--- config.mk ---
export PLATFORM = sky130hd
export DESIGN_NAME = unique_key_list_table
export DESIGN_NICKNAME = d
export VERILOG_FILES = /design/src/hdl/uklt_pkg.sv /design/src/hdl/unique_key_list_table.sv /design/src/hdl/uklt_ctrl.sv /design/src/hdl/uklt_dpath.sv
export SDC_FILE = /design/constraint.sdc
export NUM_CORES = 1
export LEC_CHECK = 0
export BUFFER_PORTS_ARGS = -buffer_cell sky130_fd_sc_hd__buf_2
export CORE_ASPECT_RATIO = 0.75
export CORE_MARGIN = 4
export CORE_UTILIZATION = 49
export CTS_CLUSTER_DIAMETER = 100
export DETAILED_ROUTE_END_ITERATION = 16
export PLACE_DENSITY = 0.63
export SLEW_MARGIN = 20
export SYNTH_ARGS = -nofsm -noshare
export SYNTH_HDL_FRONTEND = slang
export SYNTH_HIERARCHICAL = 1
export SYNTH_SLANG_ARGS = --single-unit
--- constraint.sdc ---
create_clock -name clock -period 7.4 [get_ports clock]
set_clock_uncertainty 0.05 [all_clocks]
set_input_delay 1.48 -clock clock [delete_from_list [all_inputs] [get_ports clock]]
set_output_delay 1.48 -clock clock [all_outputs]
set_load 0.01 [all_outputs]
--- src/hdl/uklt_pkg.sv ---
package uklt_pkg;

   // Operation codes carried by an input beat.
   localparam logic [1:0] OP_ADD    = 2'd0;
   localparam logic [1:0] OP_REMOVE = 2'd1;
   localparam logic [1:0] OP_FIND   = 2'd2;

   // Result status codes.
   localparam logic [1:0] STAT_OK       = 2'd0;
   localparam logic [1:0] STAT_DUP      = 2'd1;
   localparam logic [1:0] STAT_NOTFOUND = 2'd2;
   localparam logic [1:0] STAT_FULL     = 2'd3;

   typedef enum logic [1:0] {
      ST_IDLE,
      ST_MATCH,
      ST_EXEC
   } state_type;

   // Commands from the controller to the datapath.
   typedef struct packed {
      logic capture;
      logic match;
      logic exec;
   } cmd_type;

   // Status from the datapath to the controller.
   typedef struct packed {
      logic rsp_busy;
   } stat_type;

endpackage

--- src/hdl/unique_key_list_table.sv ---
// Ordered table of distinct keys, kept in the order they were added.
// Input channel (req_): one beat carries an opcode (add, remove, find) and a
// key. Result channel (rsp_): exactly one beat per input beat, carrying a
// status, the position of the entry concerned and the entry count after the
// operation. Remove closes the gap by moving every later entry down by one.
// Each input beat is handled in order: it is captured, its key is compared
// against every stored entry at once, and then the lowest match is resolved,
// the table is updated and the result register is loaded. req_ready is high
// only while the controller is idle, so a new beat is not accepted until the
// previous one has finished its update step.
// The result register holds a finished beat while the next input beat is
// accepted and compared; if the receiver stalls, the update step waits until
// the result register is free, and no beat is lost or repeated.
// A synchronous reset empties the table at once by clearing the entry count;
// the key storage itself is not cleared, since slots beyond the count are
// never compared. No result is pending after reset.
module unique_key_list_table #(
   parameter int TABLE_DEPTH = 16,
   parameter int KEY_WIDTH   = 32,
   localparam int POS_W      = (TABLE_DEPTH > 1) ? $clog2(TABLE_DEPTH) : 1,
   localparam int CNT_W      = $clog2(TABLE_DEPTH + 1)
) (
   input  logic                 clock,
   input  logic                 reset,
   input  logic                 req_valid,
   output logic                 req_ready,
   input  logic [1:0]           req_opcode,
   input  logic [KEY_WIDTH-1:0] req_key,
   output logic                 rsp_valid,
   input  logic                 rsp_ready,
   output logic [1:0]           rsp_status,
   output logic [POS_W-1:0]     rsp_position,
   output logic [CNT_W-1:0]     rsp_entry_count
);

   // Command and status bundles between the controller and the datapath.
   uklt_pkg::cmd_type  cmd;
   uklt_pkg::stat_type stat;

   // The controller sequences capture, compare and update for each beat.
   uklt_ctrl u_ctrl (
      .clock     (clock),
      .reset     (reset),
      .req_valid (req_valid),
      .req_ready (req_ready),
      .stat      (stat),
      .cmd       (cmd)
   );

   // The datapath holds the key storage, the compare row and the result register.
   uklt_dpath #(
      .TABLE_DEPTH (TABLE_DEPTH),
      .KEY_WIDTH   (KEY_WIDTH),
      .POS_W       (POS_W),
      .CNT_W       (CNT_W)
   ) u_dpath (
      .clock           (clock),
      .reset           (reset),
      .cmd             (cmd),
      .stat            (stat),
      .req_opcode      (req_opcode),
      .req_key         (req_key),
      .rsp_valid       (rsp_valid),
      .rsp_ready       (rsp_ready),
      .rsp_status      (rsp_status),
      .rsp_position    (rsp_position),
      .rsp_entry_count (rsp_entry_count)
   );

endmodule

--- src/hdl/uklt_ctrl.sv ---
module uklt_ctrl (
   input  logic              clock,
   input  logic              reset,
   input  logic              req_valid,
   output logic              req_ready,
   input  uklt_pkg::stat_type stat,
   output uklt_pkg::cmd_type  cmd
);

   uklt_pkg::state_type state_ff;
   uklt_pkg::state_type state_in;

   always_ff @(posedge clock) begin
      if (reset) begin
         state_ff <= uklt_pkg::ST_IDLE;
      end else begin
         state_ff <= state_in;
      end
   end

   always_comb begin
      state_in = state_ff;
      unique case (state_ff)
         uklt_pkg::ST_IDLE: begin
            if (req_valid) begin
               state_in = uklt_pkg::ST_MATCH;
            end
         end
         uklt_pkg::ST_MATCH: begin
            state_in = uklt_pkg::ST_EXEC;
         end
         uklt_pkg::ST_EXEC: begin
            if (!stat.rsp_busy) begin
               state_in = uklt_pkg::ST_IDLE;
            end
         end
         default: begin
            state_in = uklt_pkg::ST_IDLE;
         end
      endcase
   end

   always_comb begin
      req_ready   = 1'b0;
      cmd.capture = 1'b0;
      cmd.match   = 1'b0;
      cmd.exec    = 1'b0;
      unique case (state_ff)
         uklt_pkg::ST_IDLE: begin
            req_ready   = 1'b1;
            cmd.capture = req_valid;
         end
         uklt_pkg::ST_MATCH: begin
            cmd.match = 1'b1;
         end
         uklt_pkg::ST_EXEC: begin
            // The result register must be free before the table is changed.
            cmd.exec = !stat.rsp_busy;
         end
         default: begin
            req_ready = 1'b0;
         end
      endcase
   end

endmodule

--- src/hdl/uklt_dpath.sv ---
module uklt_dpath #(
   parameter int TABLE_DEPTH = 16,
   parameter int KEY_WIDTH   = 32,
   parameter int POS_W       = 4,
   parameter int CNT_W       = 5
) (
   input  logic                 clock,
   input  logic                 reset,
   input  uklt_pkg::cmd_type    cmd,
   output uklt_pkg::stat_type   stat,
   input  logic [1:0]           req_opcode,
   input  logic [KEY_WIDTH-1:0] req_key,
   output logic                 rsp_valid,
   input  logic                 rsp_ready,
   output logic [1:0]           rsp_status,
   output logic [POS_W-1:0]     rsp_position,
   output logic [CNT_W-1:0]     rsp_entry_count
);

   logic [1:0]             op_ff;
   logic [KEY_WIDTH-1:0]   key_ff;
   logic [KEY_WIDTH-1:0]   store_ff [TABLE_DEPTH];
   logic [TABLE_DEPTH-1:0] match_ff;
   logic [CNT_W-1:0]       count_ff;
   logic [CNT_W-1:0]       count_in;

   logic                   rsp_valid_ff;
   logic [1:0]             rsp_status_ff;
   logic [POS_W-1:0]       rsp_position_ff;
   logic [CNT_W-1:0]       rsp_count_ff;

   logic                   found;
   logic [POS_W-1:0]       hit;
   logic                   full;
   logic                   add_ok;
   logic                   remove_ok;
   logic [1:0]             status_in;
   logic [POS_W-1:0]       position_in;

   always_ff @(posedge clock) begin
      if (cmd.capture) begin
         op_ff  <= req_opcode;
         key_ff <= req_key;
      end
   end

   // Compare every stored entry against the key; slots past the count never hit.
   always_ff @(posedge clock) begin
      if (cmd.match) begin
         for (int i = 0; i < TABLE_DEPTH; i++) begin
            match_ff[i] <= (store_ff[i] == key_ff) && (CNT_W'(i) < count_ff);
         end
      end
   end

   // Lowest matching index.
   always_comb begin
      found = 1'b0;
      hit   = '0;
      for (int i = TABLE_DEPTH - 1; i >= 0; i--) begin
         if (match_ff[i]) begin
            found = 1'b1;
            hit   = POS_W'(i);
         end
      end
   end

   assign full      = (count_ff == CNT_W'(TABLE_DEPTH));
   assign add_ok    = (op_ff == uklt_pkg::OP_ADD) && !found && !full;
   assign remove_ok = (op_ff == uklt_pkg::OP_REMOVE) && found;

   always_comb begin
      status_in   = uklt_pkg::STAT_NOTFOUND;
      position_in = '0;
      count_in    = count_ff;
      case (op_ff)
         uklt_pkg::OP_ADD: begin
            if (found) begin
               status_in   = uklt_pkg::STAT_DUP;
               position_in = hit;
            end else if (full) begin
               status_in = uklt_pkg::STAT_FULL;
            end else begin
               status_in   = uklt_pkg::STAT_OK;
               position_in = count_ff[POS_W-1:0];
               count_in    = count_ff + CNT_W'(1);
            end
         end
         uklt_pkg::OP_REMOVE: begin
            if (found) begin
               status_in   = uklt_pkg::STAT_OK;
               position_in = hit;
               count_in    = count_ff - CNT_W'(1);
            end
         end
         uklt_pkg::OP_FIND: begin
            if (found) begin
               status_in   = uklt_pkg::STAT_OK;
               position_in = hit;
            end
         end
         default: begin
            status_in = uklt_pkg::STAT_NOTFOUND;
         end
      endcase
   end

   // Each slot either takes the new key or, below the top slot, its upper neighbour on removal.
   for (genvar g = 0; g < TABLE_DEPTH; g++) begin : g_slot
      if (g < TABLE_DEPTH - 1) begin : g_shift
         always_ff @(posedge clock) begin
            if (cmd.exec) begin
               if (add_ok && (count_ff[POS_W-1:0] == POS_W'(g))) begin
                  store_ff[g] <= key_ff;
               end else if (remove_ok && (POS_W'(g) >= hit)) begin
                  store_ff[g] <= store_ff[g+1];
               end
            end
         end
      end else begin : g_top
         always_ff @(posedge clock) begin
            if (cmd.exec && add_ok && (count_ff[POS_W-1:0] == POS_W'(g))) begin
               store_ff[g] <= key_ff;
            end
         end
      end
   end

   always_ff @(posedge clock) begin
      if (reset) begin
         count_ff     <= '0;
         rsp_valid_ff <= 1'b0;
      end else begin
         if (cmd.exec) begin
            count_ff     <= count_in;
            rsp_valid_ff <= 1'b1;
         end else if (rsp_ready) begin
            rsp_valid_ff <= 1'b0;
         end
      end
   end

   always_ff @(posedge clock) begin
      if (cmd.exec) begin
         rsp_status_ff   <= status_in;
         rsp_position_ff <= position_in;
         rsp_count_ff    <= count_in;
      end
   end

   assign stat.rsp_busy   = rsp_valid_ff && !rsp_ready;
   assign rsp_valid       = rsp_valid_ff;
   assign rsp_status      = rsp_status_ff;
   assign rsp_position    = rsp_position_ff;
   assign rsp_entry_count = rsp_count_ff;

endmodule

* Word-level counts from Yosys, hierarchy flattened *
Memories as Yosys holds them, arrays and structs flattened.
Index checks and enable logic that the tools add are counted.
Widths: inputs -> output; s select.

storage, ports and cells
  register bits = 69
  bits in latches = 0
  bits in writable memories = 512
  ROM bits = 0
  input port bits = 38
  output and inout port bits = 13
  logic and storage cells = 337
  memories = 1

cells by class
  $add $sub $neg = 2
  multiply operators = 0
  div/mod/pow operators = 0
  $lt $le $gt $ge = 31
  equality and inequality tests = 38
  shift-type cells = 0
  mux-type cells = 178
  bitwise operators = 15
  reduce and logical (&&, ||, !) cells = 63

memory list
  memory            words  width  rd ports  clocked after Yosys merged registers in  wr ports  RTL line          source
  u_dpath.store_ff  16     32     16        0                                        15        uklt_dpath.sv:22  logic [KEY_WIDTH-1:0] store_ff [TABLE_DEPTH];

operators by type and width
  operator             number
  $eq 32x32->1         16
  $mux 32              16
  $mux 1               130
  $mux 4               20
  $logic_and 1x1->1    52
  $lt 4x5->1 const A   8
  $eq 4x4->1 const B   8
  $reduce_or 32->1     1
  $ge 4x4->1 const A   7
  $lt 3x5->1 const A   4
  $eq 4x3->1 const B   4
  $ge 3x4->1 const A   4
  $mux 5               3
  $or 1x1->1           15
  $lt 1x5->1 const A   2
  $lt 2x5->1 const A   2
  $mux 2               5
  $pmux 5 s2           1
  $eq 4x2->1 const B   2
  $ge 1x4->1 const A   2
  $ge 2x4->1 const A   2
  $pmux 4 s2           1
  $pmux 2 s3           1
  $add 5x1->5 const B  1
  13 further kinds     20

* Logic depth before layout (Yosys ltp) *
  word-level depth = 25
  gate-level depth with buffers = 10
  gate-level depth less buffers = 9

* Hierarchy *
Netlist, hierarchy kept.

by module, submodules not included
  module      times used  cells each  area an instance (um^2)  seq. area each (um^2)
  uklt_dpath  1           2,601       32,254.7                 17,326.6
  uklt_ctrl   1           10          95.1                     40.0

* Worst setup path before layout *
OpenSTA, ideal clock, no wires.

  path type = input-to-reg
  start = input port rsp_ready
  end = memory u_dpath.store_ff[13][0], in the netlist u_dpath/store_ff[1][160], enable pin
  arrival = 5,534 ps
  required time = 6,884 ps
  setup slack = 1,350 ps
  stages = 5
  path buffers = 1
  path through = nor2b_1 nor3b_1 clkbuf_1 nand3_1 o21ai_0

RTL lines
  item         RTL line                     source
  from (decl)  unique_key_list_table.sv:30  input logic rsp_ready,
  to (decl)    uklt_dpath.sv:22

==> flow_summary.yaml <==
run_status:
  status: "finished clean"
synthesis:
  synth.area.top_cells: "edfxtp_1 53%, mux2_2 11%, xor2_1 10%, xnor2_1 3.7%, nand2_1 2.8%"
  yosysWarnings: 6
  avgSynthCellArea_um2: 12.39
  ys_seq_area_frac: 0.5368
  synth_edf_count: 573
  ys_seq_elements: 581
  yosys.area.top_type: "edfxtp_1"
  synth_top_area_frac: 0.5319
  syn_area_um2: 32350
  syn_inst: 2611
  synth_cell_types: 71
  postSynth.asyncResetShare: 0
  synth_ff_type: "edfxtp_1"
  synth_nets: 2658
clock_network:
  ctsResizeCount: 0
  cts_sinks: 581
  clock_tree.root_cell: "clkbuf_16"
  postCtsHoldBufs: 0
  htreeDepth: 2
  clock_latency_ns: 0.66
  postCtsSetupBuffers: 0
  cts_buffer_depth: 3
  tritoncts: "done"
  cts_buffers: 57
  clk_pin_slew_ns: 0.07
hold_path:
  hold_path.class: "reg2reg"
power:
  peakVddDrop_v: 0.0001856
  seq_power_share: 0.499
  comb_power_share: 0.098
  pwr-share-clk: 0.402
  powerDensity_nw_per_um2: 210.6
  p_leak_nw: 11.70
  switching_share: 0.2464
  intPower_mw: 5.624
  p_sw_mw: 1.839
finish:
  stdcell_area_um2: 35440
  drive_above_1_share: 0.2378
  fill_cells: 5462
  syn_to_final_growth_pct: 9.545
  nNetsFinal: 2593
  fin_util: 0.5430
  layout.area.seq_um2: 17370
  multi_input_area_um2: 14060
  stdcell_count: 3467
floorplan:
  die_h_um: 230.5
  die-width_um: 304.7
  start_util: 0.4956
  io-pin-count: 51
  rows: 81
  die-area_um2: 70240
  core_um2: 65270
setup_path:
  path_max_fanout: 32
  required_ns: 7.61
  crit_chain: "or4_1 > nor4_4 > and3_1 > nand2_1 > o21ai_4"
  cp-end-kind: "flop"
  cpMaxStageDelayCell: "o21ai_4"
  criticalPathCategory: "reg2reg"
  critPathBufInv: 0
  slowest_delay_ns: 0.98
  startpoint_type: "flop"
  cp_top_family: "simple AND/OR/NAND/NOR gates"
  worstPathArrival_ns: 4.48
grt:
  grt_use_total: 0.2770
  antenna_found_initial: 4
  grt_overflow: 0
  grt_pass1_wl_mm: 144.5
  grt_max_degree: 131
  grt_pass1_vias: 21097
timing:
  clock.fmax_mhz: 234.4
  rsz0062_at_grt: "no"
  post-route-period-util: 0.5765
  worst_pin_slew_ns: 1.111
  report.final.slew_viol_count: 0
  timing.final.crit_period_ns: 4.266
  setup_viol: 0
  slew-limit-headroom: 0.2596
  fin_setup_tns_ns: 0
  hold_viol: 0
  hold_slack_ns: 0.5288
run:
  cap_violations: 0
drt:
  viasPerCell: 6.378
  routedWlPerCell_um: 28.91
  ant_nets: 0
  wl_mm: 100.2
  drtIter0Drc: 3154
  drt_pass1_iterations: 6
  route.detailed.drc: 0
  num_vias: 22111
placement:
  placed_area_um2: 33430
  hpwl_mm: 66.94
  dp_cells: 3354
  place_congestion: 0.9437
  io_buffers: 50
==> power groups by stage <==
stage / Combinational, mW / Clock, mW / Sequential [mW]
final: 0.734 / 3.00 / 3.73
after global placement: 0.698 / 0 / 3.79
after global routing: 0.775 / 3.19 / 3.73
after detailed placement: 0.712 / 0 / 3.79
after CTS: 0.717 / 3.05 / 3.72
after floorplan: 0.486 / 0 / 3.77
==> worst paths after layout <==
check,start,to,slack [ns],cells after the start
max reg2reg,u_dpath/match_ff[6],u_dpath/store_ff[1][195],3.13,5
min,u_ctrl/state_ff[1],u_ctrl/state_ff[1],0.53,2
max,u_dpath/match_ff[6],u_dpath/store_ff[1][195],3.13,5
min reg2reg,u_ctrl/state_ff[1],u_ctrl/state_ff[1],0.53,2
==> layer usage <==
metal  routed length, um  track usage
met3               10360      0.06209
met4                3263      0.08355
met5                  13            0
met2               42490       0.4074
met1               44110       0.4106
==> cells by family after synthesis <==
logic type | synth area share
adders and majority gates | 0.003481
and+or+nand+nor | 0.1084
xor gates and xnor gates | 0.1389
buffers and inverters | 0.03543
muxes | 0.1254
DFF | 0.5368
AOI/OAI and AO/OA | 0.05160
==> cell usage after synthesis, types with 13 or more instances <==
library cell and number:
xnor2_1 137, buf_2 16, or4_1 69, mux2_2 329, nor4_1 103, edfxtp_1 573
a2bb2oi_1 32, xor2_1 376, clkbuf_1 210, buf_1 18, nand2_1 245, a21oi_1 19
o311ai_0 64, nand4_1 79, nor2_1 25, mux2_4 13, nor3_1 20, o21ai_0 50
nand3_1 88
==> cell type report <==
| class | count | share of cell area |
|---|---|---|
| multi-input cells | 1757 | 0.3967 |
| clock buffers | 67 | 0.04159 |
| inverters | 12 | 0.001271 |
| clock inverters | 41 | 0.01197 |
| flip-flops and latches | 581 | 0.4901 |
| well taps | 871 | 0.03075 |
| repair buffers | 137 | 0.02754 |
| diodes | 1 | 0.00007061 |
==> worst min-delay path: stages, from the launching register on <==
cell      delay (ns)
dfxtp_1         0.36
nand3b_1        0.10
a21oi_1         0.06
==> layout by cell type (no fill, tap or decap), drive strengths merged, types with 20 or more instances in the layout <==
cell	n
a2bb2oi	32
nor3	20
edfxtp	573
o311ai	65
clkinv	32
nand3	89
o21ai	53
nand4	79
nor4	106
or4	70
nand2	246
nor2	26
buf	137
mux2	354
xnor2	137
xor2	376
clkbuf	67
==> state kept, by name (all words and copies together) (netlist names) <==
signal / count
u_dpath/match_ff: 16
u_dpath/rsp_valid: 1
u_dpath/rsp_status: 2
u_dpath/store_ff: 512
u_dpath/rsp_position: 4
u_dpath/key_ff: 32
u_ctrl/state_ff: 2
u_dpath/op_ff: 2
u_dpath/rsp_entry_count: 5
u_dpath/count_ff: 5
==> through the flow <==
step	setup slack [ns]	power (mW)
detailed placement	2.559	4.506
global route	3.003	7.691
finish	3.134	7.463
global placement	2.561	4.492
CTS	3.148	7.488
floorplan	1.350	4.258
Power figures use the tool's default switching activity.
